===== src/rtl/core/fhc_pkg.sv =====
// Shared types, constants and the fixed code table of the text codec.
package fhc_pkg;

  localparam int WORD_BITS  = 64;
  localparam int NUM_SYMS   = 29;
  localparam int LEN_W      = 4;
  localparam int CODE_W     = 8;
  localparam int CHAR_W     = 8;
  localparam int FILL_W     = $clog2(WORD_BITS + 1);
  localparam int OUT_WORD_W = 64;
  localparam int USED_W     = 7;
  localparam int Q_DEPTH    = 2;
  localparam int Q_PTR_W    = $clog2(Q_DEPTH);
  localparam int Q_CNT_W    = $clog2(Q_DEPTH + 1);

  localparam logic [CHAR_W-1:0] CH_PERIOD = 8'h2E;

  typedef enum logic {
    OP_ENCODE = 1'b0,
    OP_DECODE = 1'b1
  } fhc_op_t;

  typedef enum logic [1:0] {
    KIND_PACKED  = 2'd0,
    KIND_CHAR    = 2'd1,
    KIND_NOMATCH = 2'd2
  } fhc_kind_t;

  // Table order sets match priority on decode.
  localparam logic [CHAR_W-1:0] SYM_CH [NUM_SYMS] = '{
    8'h61, 8'h62, 8'h63, 8'h64, 8'h65, 8'h66, 8'h67, 8'h68,
    8'h69, 8'h6A, 8'h6B, 8'h6C, 8'h6D, 8'h6E, 8'h6F, 8'h70,
    8'h71, 8'h72, 8'h73, 8'h74, 8'h75, 8'h76, 8'h77, 8'h78,
    8'h79, 8'h7A, 8'h2C, 8'h2E, 8'h20
  };
  localparam logic [LEN_W-1:0] SYM_LEN [NUM_SYMS] = '{
    4'd4, 4'd7, 4'd4, 4'd4, 4'd4, 4'd5, 4'd6, 4'd5,
    4'd4, 4'd8, 4'd8, 4'd5, 4'd5, 4'd4, 4'd4, 4'd5,
    4'd8, 4'd5, 4'd4, 4'd4, 4'd5, 4'd8, 4'd7, 4'd8,
    4'd6, 4'd8, 4'd7, 4'd6, 4'd3
  };
  localparam logic [CODE_W-1:0] SYM_CODE [NUM_SYMS] = '{
    8'h09, 8'h42, 8'h01, 8'h04, 8'h0E, 8'h1B, 8'h00, 8'h1A,
    8'h06, 8'h07, 8'h54, 8'h01, 8'h1E, 8'h07, 8'h0C, 8'h0B,
    8'h55, 8'h1F, 8'h03, 8'h02, 8'h11, 8'h87, 8'h02, 8'h06,
    8'h20, 8'h86, 8'h2B, 8'h14, 8'h05
  };

  typedef struct packed {
    fhc_op_t                op;
    logic                   eot;
    logic                   hit;
    logic [LEN_W-1:0]       len;
    logic [CODE_W-1:0]      code;
    logic [WORD_BITS-1:0]   word;
  } fhc_cmd_t;

  typedef struct packed {
    logic [OUT_WORD_W-1:0]  packed_out;
    fhc_kind_t              kind;
    logic [CHAR_W-1:0]      char_out;
    logic                   overflowed;
    logic [USED_W-1:0]      bits_used;
    logic                   last_result;
  } fhc_res_t;

  typedef struct packed {
    logic                   full;
    logic                   empty;
    logic [Q_CNT_W-1:0]     count;
  } fhc_q_stat_t;

  typedef struct packed {
    logic                   busy;
    logic                   pop;
  } fhc_bk_stat_t;

  typedef struct packed {
    logic                   hit;
    logic [LEN_W-1:0]       len;
    logic [CODE_W-1:0]      code;
  } fhc_sym_t;

  function automatic fhc_sym_t fhc_lookup(input logic [CHAR_W-1:0] sym);
    fhc_sym_t r;
    r = '0;
    for (int k = 0; k < NUM_SYMS; k++) begin
      if (!r.hit && SYM_CH[k] == sym) begin
        r.hit  = 1'b1;
        r.len  = SYM_LEN[k];
        r.code = SYM_CODE[k];
      end
    end
    return r;
  endfunction

endpackage


===== src/rtl/core/fhc_in_if.sv =====
// Request channel carrying characters to encode and words to decode.
interface fhc_in_if;
  logic        valid;
  logic        ready;
  logic        op;
  logic [7:0]  symbol;
  logic        end_of_text;
  logic [63:0] packed_in;

  modport source (output valid, op, symbol, end_of_text, packed_in, input ready);
  modport sink   (input valid, op, symbol, end_of_text, packed_in, output ready);
endinterface


===== src/rtl/core/fhc_out_if.sv =====
// Result channel carrying packed words and decoded characters.
interface fhc_out_if;
  logic        valid;
  logic        ready;
  logic [63:0] packed_out;
  logic [1:0]  kind;
  logic [7:0]  char_out;
  logic        overflowed;
  logic [6:0]  bits_used;
  logic        last_result;

  modport source (output valid, packed_out, kind, char_out, overflowed, bits_used,
                  last_result, input ready);
  modport sink   (input valid, packed_out, kind, char_out, overflowed, bits_used,
                  last_result, output ready);
endinterface


===== src/rtl/core/fhc_front.sv =====
// Front end: accept requests and classify the character against the code table.
module fhc_front (
  fhc_in_if.sink             in_ch,
  input  fhc_pkg::fhc_q_stat_t q_stat,
  output logic               push,
  output fhc_pkg::fhc_cmd_t  push_cmd
);
  import fhc_pkg::*;

  fhc_sym_t sym;

  assign in_ch.ready = !q_stat.full;
  assign push        = in_ch.valid && !q_stat.full;

  always_comb begin
    sym           = fhc_lookup(in_ch.symbol);
    push_cmd.op   = fhc_op_t'(in_ch.op);
    push_cmd.eot  = in_ch.end_of_text;
    push_cmd.hit  = sym.hit;
    push_cmd.len  = sym.len;
    push_cmd.code = sym.code;
    push_cmd.word = in_ch.packed_in[WORD_BITS-1:0];
  end

endmodule


===== src/rtl/core/fhc_queue.sv =====
// Short queue of classified requests between front and back end.
module fhc_queue (
  input  logic                 clk,
  input  logic                 rst_n,
  input  logic                 push,
  input  fhc_pkg::fhc_cmd_t    push_cmd,
  input  logic                 pop,
  output fhc_pkg::fhc_cmd_t    head,
  output fhc_pkg::fhc_q_stat_t q_stat
);
  import fhc_pkg::*;

  fhc_cmd_t             mem_r [Q_DEPTH];
  logic [Q_PTR_W-1:0]   wr_ptr_r, wr_ptr_nxt;
  logic [Q_PTR_W-1:0]   rd_ptr_r, rd_ptr_nxt;
  logic [Q_CNT_W-1:0]   count_r, count_nxt;
  logic                 do_push, do_pop;

  assign q_stat.full  = (count_r == Q_CNT_W'(Q_DEPTH));
  assign q_stat.empty = (count_r == '0);
  assign q_stat.count = count_r;
  assign head         = mem_r[rd_ptr_r];

  always_comb begin
    do_push    = push && !q_stat.full;
    do_pop     = pop && !q_stat.empty;
    wr_ptr_nxt = do_push ? wr_ptr_r + 1'b1 : wr_ptr_r;
    rd_ptr_nxt = do_pop ? rd_ptr_r + 1'b1 : rd_ptr_r;
    count_nxt  = count_r;
    if (do_push && !do_pop) begin
      count_nxt = count_r + 1'b1;
    end else if (do_pop && !do_push) begin
      count_nxt = count_r - 1'b1;
    end
  end

  always_ff @(posedge clk) begin
    if (!rst_n) begin
      wr_ptr_r <= '0;
      rd_ptr_r <= '0;
      count_r  <= '0;
    end else begin
      wr_ptr_r <= wr_ptr_nxt;
      rd_ptr_r <= rd_ptr_nxt;
      count_r  <= count_nxt;
    end
  end

  always_ff @(posedge clk) begin
    if (do_push) begin
      mem_r[wr_ptr_r] <= push_cmd;
    end
  end

endmodule


===== src/rtl/core/fhc_back.sv =====
// Back end: encoder, one-symbol-per-cycle decoder when unstalled, result register.
module fhc_back (
  input  logic                  clk,
  input  logic                  rst_n,
  input  fhc_pkg::fhc_cmd_t     head,
  input  fhc_pkg::fhc_q_stat_t  q_stat,
  output fhc_pkg::fhc_bk_stat_t bk_stat,
  fhc_out_if.source             out_ch
);
  import fhc_pkg::*;

  logic                 out_valid_r, out_valid_nxt;
  fhc_res_t             out_res_r, out_res_nxt;
  logic                 busy_r, busy_nxt;
  logic [WORD_BITS-1:0] dec_word_r, dec_word_nxt;
  logic [FILL_W-1:0]    remaining_r, remaining_nxt;
  logic [WORD_BITS-1:0] enc_word_r, enc_word_nxt;
  logic [FILL_W-1:0]    fill_r, fill_nxt;
  logic                 ovf_r, ovf_nxt;

  logic                 can_load, pop, out_load;
  fhc_res_t             res;
  logic [CODE_W-1:0]    window;
  logic                 found;
  logic [LEN_W-1:0]     m_len;
  logic [CHAR_W-1:0]    m_ch;
  logic [FILL_W-1:0]    rem_after;
  logic                 fits, enc_upd;
  logic [FILL_W-1:0]    fill_sub;
  logic [WORD_BITS-1:0] ins;
  logic [WORD_BITS-1:0] ew;
  logic [FILL_W-1:0]    ef;
  logic                 eo;

  assign out_ch.valid       = out_valid_r;
  assign out_ch.packed_out  = out_res_r.packed_out;
  assign out_ch.kind        = out_res_r.kind;
  assign out_ch.char_out    = out_res_r.char_out;
  assign out_ch.overflowed  = out_res_r.overflowed;
  assign out_ch.bits_used   = out_res_r.bits_used;
  assign out_ch.last_result = out_res_r.last_result;

  assign bk_stat.busy = busy_r;
  assign bk_stat.pop  = pop;

  // Decode match: first table entry whose code fits and equals the top bits.
  always_comb begin
    window = dec_word_r[WORD_BITS-1 -: CODE_W];
    found  = 1'b0;
    m_len  = '0;
    m_ch   = '0;
    for (int k = 0; k < NUM_SYMS; k++) begin
      if (!found && FILL_W'(SYM_LEN[k]) <= remaining_r &&
          (window >> (LEN_W'(CODE_W) - SYM_LEN[k])) == SYM_CODE[k]) begin
        found = 1'b1;
        m_len = SYM_LEN[k];
        m_ch  = SYM_CH[k];
      end
    end
    rem_after = remaining_r - FILL_W'(m_len);
  end

  // Encode update for the request at the queue head.
  always_comb begin
    enc_upd  = head.hit && !ovf_r;
    fits     = FILL_W'(head.len) <= fill_r;
    fill_sub = fill_r - FILL_W'(head.len);
    ins      = WORD_BITS'(head.code) << fill_sub;
    ew       = (enc_upd && fits) ? (enc_word_r | ins) : enc_word_r;
    ef       = (enc_upd && fits) ? fill_sub : fill_r;
    eo       = ovf_r | (enc_upd && !fits);
  end

  always_comb begin
    can_load      = !out_valid_r || out_ch.ready;
    pop           = !q_stat.empty && !busy_r && can_load;
    out_load      = 1'b0;
    res           = '0;
    busy_nxt      = busy_r;
    dec_word_nxt  = dec_word_r;
    remaining_nxt = remaining_r;
    enc_word_nxt  = enc_word_r;
    fill_nxt      = fill_r;
    ovf_nxt       = ovf_r;

    if (busy_r && can_load) begin
      out_load = 1'b1;
      if (found) begin
        res.kind        = KIND_CHAR;
        res.char_out    = m_ch;
        res.bits_used   = USED_W'(FILL_W'(WORD_BITS) - rem_after);
        res.last_result = (m_ch == CH_PERIOD) || (rem_after == '0);
        dec_word_nxt    = dec_word_r << m_len;
        remaining_nxt   = rem_after;
        busy_nxt        = !res.last_result;
      end else begin
        res.kind        = KIND_NOMATCH;
        res.bits_used   = USED_W'(FILL_W'(WORD_BITS) - remaining_r);
        res.last_result = 1'b1;
        busy_nxt        = 1'b0;
      end
    end else if (pop) begin
      if (head.op == OP_DECODE) begin
        // Load the word; the decoder steps through it while busy is set.
        busy_nxt      = 1'b1;
        dec_word_nxt  = head.word;
        remaining_nxt = FILL_W'(WORD_BITS);
      end else if (head.eot) begin
        out_load        = 1'b1;
        res.packed_out  = OUT_WORD_W'(ew);
        res.kind        = KIND_PACKED;
        res.overflowed  = eo;
        res.bits_used   = USED_W'(FILL_W'(WORD_BITS) - ef);
        res.last_result = 1'b1;
        enc_word_nxt    = '0;
        fill_nxt        = FILL_W'(WORD_BITS);
        ovf_nxt         = 1'b0;
      end else begin
        enc_word_nxt = ew;
        fill_nxt     = ef;
        ovf_nxt      = eo;
      end
    end

    out_valid_nxt = out_load ? 1'b1 : (out_ch.ready ? 1'b0 : out_valid_r);
    out_res_nxt   = out_load ? res : out_res_r;
  end

  always_ff @(posedge clk) begin
    if (!rst_n) begin
      out_valid_r <= 1'b0;
      busy_r      <= 1'b0;
      enc_word_r  <= '0;
      fill_r      <= FILL_W'(WORD_BITS);
      ovf_r       <= 1'b0;
    end else begin
      out_valid_r <= out_valid_nxt;
      busy_r      <= busy_nxt;
      enc_word_r  <= enc_word_nxt;
      fill_r      <= fill_nxt;
      ovf_r       <= ovf_nxt;
    end
  end

  always_ff @(posedge clk) begin
    out_res_r   <= out_res_nxt;
    dec_word_r  <= dec_word_nxt;
    remaining_r <= remaining_nxt;
  end

endmodule


===== src/rtl/core/fixed_huffman_text_codec_top.sv =====
// Top level of the fixed-table text codec: front end, request queue, back end.
// A packed word passes the request queue, then the result register. A decode
// request passes the queue and loads the decoder, which sends each character to
// the result register and takes no new request until its last result. Encode
// takes 1 character per cycle while no full queue, output stall or decode holds it.
// Reset (rst_n low, synchronous): queue empty, no result pending, encoder word
// cleared with all bits free and overflow flag clear.
module fixed_huffman_text_codec_top (
  input  logic      clk,
  input  logic      rst_n,
  fhc_in_if.sink    in_ch,
  fhc_out_if.source out_ch
);
  import fhc_pkg::*;

  // Front to queue: one classified request per accepted input.
  logic         push;
  fhc_cmd_t     push_cmd;
  // Queue head, seen by the back end, and occupancy, seen by both ends.
  fhc_cmd_t     head;
  fhc_q_stat_t  q_stat;
  // Back end status: busy while a decode walks its word, pop on a queue read.
  fhc_bk_stat_t bk_stat;

  // Classify characters and hold off requests while the queue is full.
  fhc_front u_front (
    .in_ch    (in_ch),
    .q_stat   (q_stat),
    .push     (push),
    .push_cmd (push_cmd)
  );

  // Decouple request intake from result delivery.
  fhc_queue u_queue (
    .clk      (clk),
    .rst_n    (rst_n),
    .push     (push),
    .push_cmd (push_cmd),
    .pop      (bk_stat.pop),
    .head     (head),
    .q_stat   (q_stat)
  );

  // Advance the encoder, step the decoder and drive the result register.
  fhc_back u_back (
    .clk     (clk),
    .rst_n   (rst_n),
    .head    (head),
    .q_stat  (q_stat),
    .bk_stat (bk_stat),
    .out_ch  (out_ch)
  );

`ifndef ASSERT_OFF
  // Never read the queue while it is empty.
  a_pop_has_data: assert property (@(posedge clk) disable iff (!rst_n)
    bk_stat.pop |-> !q_stat.empty)
    else $error("queue read while empty");

  // A decode in progress blocks the next request.
  a_busy_no_pop: assert property (@(posedge clk) disable iff (!rst_n)
    bk_stat.busy |-> !bk_stat.pop)
    else $error("queue read during decode");

  // A request taken with a full queue would be lost.
  a_no_push_full: assert property (@(posedge clk) disable iff (!rst_n)
    (in_ch.valid && in_ch.ready) |-> !q_stat.full)
    else $error("request accepted with queue full");

  // A decode starts only once the pending result can be replaced.
  a_pop_decode_busy: assert property (@(posedge clk) disable iff (!rst_n)
    (bk_stat.pop && head.op == OP_DECODE) |=> bk_stat.busy)
    else $error("decode request did not start the decoder");
`endif

endmodule


===== src/flat_wrapper.sv =====
// flat-port wrapper written by rule: the top's interface ports become plain ports
module fixed_huffman_text_codec_top_flat import fhc_pkg::*;
  (clk, rst_n, in_ch_valid, in_ch_op, in_ch_symbol, in_ch_end_of_text, in_ch_packed_in, in_ch_ready, out_ch_valid, out_ch_packed_out, out_ch_kind, out_ch_char_out, out_ch_overflowed, out_ch_bits_used, out_ch_last_result, out_ch_ready);
  fhc_in_if in_ch_i ();
  fhc_out_if out_ch_i ();
  input  logic clk;
  input  logic rst_n;
  input wire logic [$bits(in_ch_i.valid)-1:0] in_ch_valid;
  input wire logic [$bits(in_ch_i.op)-1:0] in_ch_op;
  input wire logic [$bits(in_ch_i.symbol)-1:0] in_ch_symbol;
  input wire logic [$bits(in_ch_i.end_of_text)-1:0] in_ch_end_of_text;
  input wire logic [$bits(in_ch_i.packed_in)-1:0] in_ch_packed_in;
  output wire logic [$bits(in_ch_i.ready)-1:0] in_ch_ready;
  output wire logic [$bits(out_ch_i.valid)-1:0] out_ch_valid;
  output wire logic [$bits(out_ch_i.packed_out)-1:0] out_ch_packed_out;
  output wire logic [$bits(out_ch_i.kind)-1:0] out_ch_kind;
  output wire logic [$bits(out_ch_i.char_out)-1:0] out_ch_char_out;
  output wire logic [$bits(out_ch_i.overflowed)-1:0] out_ch_overflowed;
  output wire logic [$bits(out_ch_i.bits_used)-1:0] out_ch_bits_used;
  output wire logic [$bits(out_ch_i.last_result)-1:0] out_ch_last_result;
  input wire logic [$bits(out_ch_i.ready)-1:0] out_ch_ready;
  assign in_ch_i.valid = in_ch_valid;
  assign in_ch_i.op = in_ch_op;
  assign in_ch_i.symbol = in_ch_symbol;
  assign in_ch_i.end_of_text = in_ch_end_of_text;
  assign in_ch_i.packed_in = in_ch_packed_in;
  assign in_ch_ready = in_ch_i.ready;
  assign out_ch_valid = out_ch_i.valid;
  assign out_ch_packed_out = out_ch_i.packed_out;
  assign out_ch_kind = out_ch_i.kind;
  assign out_ch_char_out = out_ch_i.char_out;
  assign out_ch_overflowed = out_ch_i.overflowed;
  assign out_ch_bits_used = out_ch_i.bits_used;
  assign out_ch_last_result = out_ch_i.last_result;
  assign out_ch_i.ready = out_ch_ready;
  fixed_huffman_text_codec_top u_core (.clk(clk), .rst_n(rst_n), .in_ch(in_ch_i), .out_ch(out_ch_i));
endmodule

===== config.mk =====
export PLATFORM = sky130hd
export DESIGN_NAME = fixed_huffman_text_codec_top_flat
export DESIGN_NICKNAME = d
export VERILOG_FILES = /design/src/rtl/core/fhc_pkg.sv /design/src/rtl/core/fhc_in_if.sv /design/src/rtl/core/fhc_out_if.sv /design/src/rtl/core/fhc_front.sv /design/src/rtl/core/fhc_queue.sv /design/src/rtl/core/fhc_back.sv /design/src/rtl/core/fixed_huffman_text_codec_top.sv /design/src/flat_wrapper.sv
export SDC_FILE = /design/constraint.sdc
export NUM_CORES = 1
export LEC_CHECK = 0
export BUFFER_PORTS_ARGS = -buffer_cell sky130_fd_sc_hd__buf_2
export CAP_MARGIN = 10
export CORE_MARGIN = 3
export CORE_UTILIZATION = 55
export CTS_CLUSTER_SIZE = 10
export DETAILED_ROUTE_END_ITERATION = 8
export PLACE_DENSITY = 0.85
export REMOVE_ABC_BUFFERS = 1
export SYNTH_ARGS = -nofsm -noshare
export SYNTH_HDL_FRONTEND = slang
export SYNTH_SLANG_ARGS = --single-unit

===== constraint.sdc =====
create_clock -name clk -period 6.95 [get_ports clk]
set_input_delay 1.39 -clock clk [delete_from_list [all_inputs] [get_ports clk]]
set_output_delay 1.39 -clock clk [all_outputs]
set_load 0.1 [all_outputs]

==> impl_metrics.toml <==
[grt]
grt_pass1_vias = 13409
antenna_found_initial = 0
grt_max_degree = 83
gr-total-overflow = 0
grt_pass1_wl_um = 70430
grt_use_total = 0.2368

[clock_network]
htree_levels = 2
clockRootBuffer = "clkbuf_16"
clkSinkCount = 390
clk_latency_ns = 0.58
cts_buffers = 46
holdBufCountCts = 0
clk_path_buf_depth = 3
post_cts_buffers = 0
clkSlewWorstSetupHoldPaths_ns = 0.06
ctsResizeCount = 0
cts_tree = "yes"

[yosys]
syn_inst = 1664
synth_cell_types = 85
synth_warnings = 0
synth_top_area_cell = "edfxtp_1"
yosysMostFrequentCell = "edfxtp_1"
synth_area_mm2 = 0.01914
avgSynthCellArea_um2 = 11.50
async_flop_share = 0
synth_common_cells = "edfxtp_1 (311), mux2i_1 (201), nor2_1 (193), a21oi_1 (149), nand2_1 (103)"
synthFlopType = "edfxtp_1"
seq_area_frac_synth = 0.5706
synth_top_area_frac = 0.4879
synth_edf_count = 311
yosys-top-cells-area = "edfxtp_1 (49%), mux2i_1 (11%), dfxtp_1 (8.3%), a21oi_1 (3.9%), nor2_1 (3.8%)"
ys_seq_elements = 390

[worst_setup_path]
path_cells = "nor4_2 > a21oi_1 > o21ai_0 > nand2_2 > inv_2 > ha_1 > nor2b_1 > o21a_1 > o211ai_1 > nand3_1 > or4b_2 > xnor2_1 > a21oi_1 > o211ai_1"
endpoint_kind = "flip-flop"
worstPathArrival_ns = 5.96
required_ns = 7.23
cp_max_fo = 32
worstSetupPathType = "flip-flop to flip-flop"
cpLargestDelayFamily = "simple AND/OR/NAND/NOR gates"
critPathMaxStageDelay_ns = 1.02
crit_path_start_kind = "flip-flop"
slowest_stage = "nor4_2"
crit_buf_inv = 1

[timing]
grt_setup_unrepaired = "no"
period_share = 0.8164
final.hold.worst_slack_ns = 0.4667
min_period_ns = 5.674
max_freq_mhz = 176.2
final_hold_viol_count = 0
tns_ns = 0
maxSlewHeadroom = 0.1751
worst_pin_slew_ns = 1.235
drv_slew = 0
setup_viol = 0
finalClockSkew_ns = 0.02182

[floorplanning]
start_util = 0.5637
ios = 163
dieArea_mm2 = 0.03707
core_region_area_mm2 = 0.03395
rows = 67
dieHeight_um = 192.5
die_w_um = 192.5

[drt]
drcViolationCount = 0
first_iter_violations = 1571
vias = 14134
wl_per_cell_um = 19.75
firstDrtPassIters = 8
viasPerCell = 6.268
wl_um = 44530
detail-route-antenna-nets = 0

[placed_design]
routabilityCongestion = 0.8963
port_buffers = 161
dpl.hpwl_um = 29240
dp_cells = 2182

[final_layout]
drive_above_1_share = 0.1616
nNetsFinal = 1874
antenna_cells = 0
final_util = 0.6327
fin_cells = 2255
syn_to_final_growth_pct = 12.23

[run_status]
status = "finished, final reports clean"

[job]
cap_violations = 0

[min_path]
min_path_type = "flip-flop to flip-flop"
## layout make-up
type / instances / area, um2
Fill cell: 2510 / 12470
Sequential cell: 390 / 10920
Multi-Input combinational cell: 1141 / 7680
Clock buffer: 64 / 1229
Timing Repair Buffer: 176 / 922.1
Tap cell: 448 / 560.5
Inverter: 28 / 105.1
Clock inverter: 8 / 60.06
## cells in the final DEF (no fill, tap or decap), drive strengths merged, types with 9 or more instances in the layout
master / synthesis / layout
a31oi: 29 / 29
clkbuf: 60 / 64
mux2: 14 / 14
nand2b: 14 / 14
a21oi: 149 / 149
o22ai: 30 / 30
dfxtp: 79 / 79
or2: 11 / 11
nor3: 30 / 30
and3: 11 / 11
xor2: 9 / 9
o211ai: 37 / 37
nand4: 9 / 9
inv: 28 / 30
a22oi: 35 / 35
xnor2: 15 / 15
edfxtp: 311 / 311
o21ai: 42 / 42
nor2: 196 / 196
and2: 20 / 20
mux2i: 201 / 201
nor2b: 18 / 18
ha: 11 / 11
nand3: 17 / 17
nand2: 103 / 103
a221o: 10 / 10
buf: 45 / 176
## flip-flops by register name, summed over array words and instances (netlist names), 7 cells and up, named ones only
| signal | count |
|---|---|
| u_core.u_back.dec_word_r | 64 |
| u_core.u_back.enc_word_r | 64 |
| u_core.u_back.fill_r | 7 |
| u_core.u_back.out_ch.bits_used | 7 |
| u_core.u_back.out_ch.char_out | 7 |
| u_core.u_back.out_ch.packed_out | 64 |
| u_core.u_back.remaining_r | 7 |
| u_core.u_queue.mem_r | 158 |
## final timing paths
kind / startpoint / endpoint / slack (ns) / cells after the start
min reg2reg: u_core.u_back.enc_word_r[58]$_SDFFE_PN0P_ / u_core.u_back.enc_word_r[58]$_SDFFE_PN0P_ / 0.47 / 2
max reg2reg: u_core.u_back.remaining_r[5]$_SDFFCE_PN0P_ / u_core.u_back.out_ch.bits_used[6]$_DFFE_PP_ / 1.28 / 14
max: u_core.u_back.remaining_r[5]$_SDFFCE_PN0P_ / u_core.u_back.out_ch.bits_used[6]$_DFFE_PP_ / 1.28 / 14
min: u_core.u_back.enc_word_r[58]$_SDFFE_PN0P_ / u_core.u_back.enc_word_r[58]$_SDFFE_PN0P_ / 0.47 / 2
## metal layers
layer | wire [um] | track usage
met5 | 0 | 0
met4 | 1190 | 0.08126
met3 | 3583 | 0.04469
met2 | 20840 | 0.3714
met1 | 18920 | 0.3333
## worst min-delay path: cells and delay by family (launching register included)
| family | cells | cell delay, ns |
|---|---|---|
| DFF | 1 | 0.32 |
| and+or+nand+nor | 1 | 0.07 |
| AOI/OAI and AO/OA | 1 | 0.04 |
## logic make-up (layout without fill, tap and decap cells)
family,count (synthesis),in the layout,synth area share
adders and majority gates,13,13,0.009283
buffers and inverters,133,276,0.03033
AOI/OAI and AO/OA,417,417,0.1424
DFF,390,390,0.5706
muxes,222,222,0.1216
other,1,1,0.0001959
and+or+nand+nor,464,464,0.1147
xor gates and xnor gates,24,24,0.01098
## metrics by stage
step / instance area [um2] / setup slack, ns
2_1_floorplan: 18660 / -0.6321
3_3_place_gp: 20180 / 1.456
3_5_place_dp: 20180 / 1.362
4_1_cts: 21470 / 1.345
5_1_grt: 21480 / 0.9711
6_report: 21480 / 1.276
Power is not shown: default switching activity piles up to over one toggle a cycle in this logic, so the estimate is an artifact.
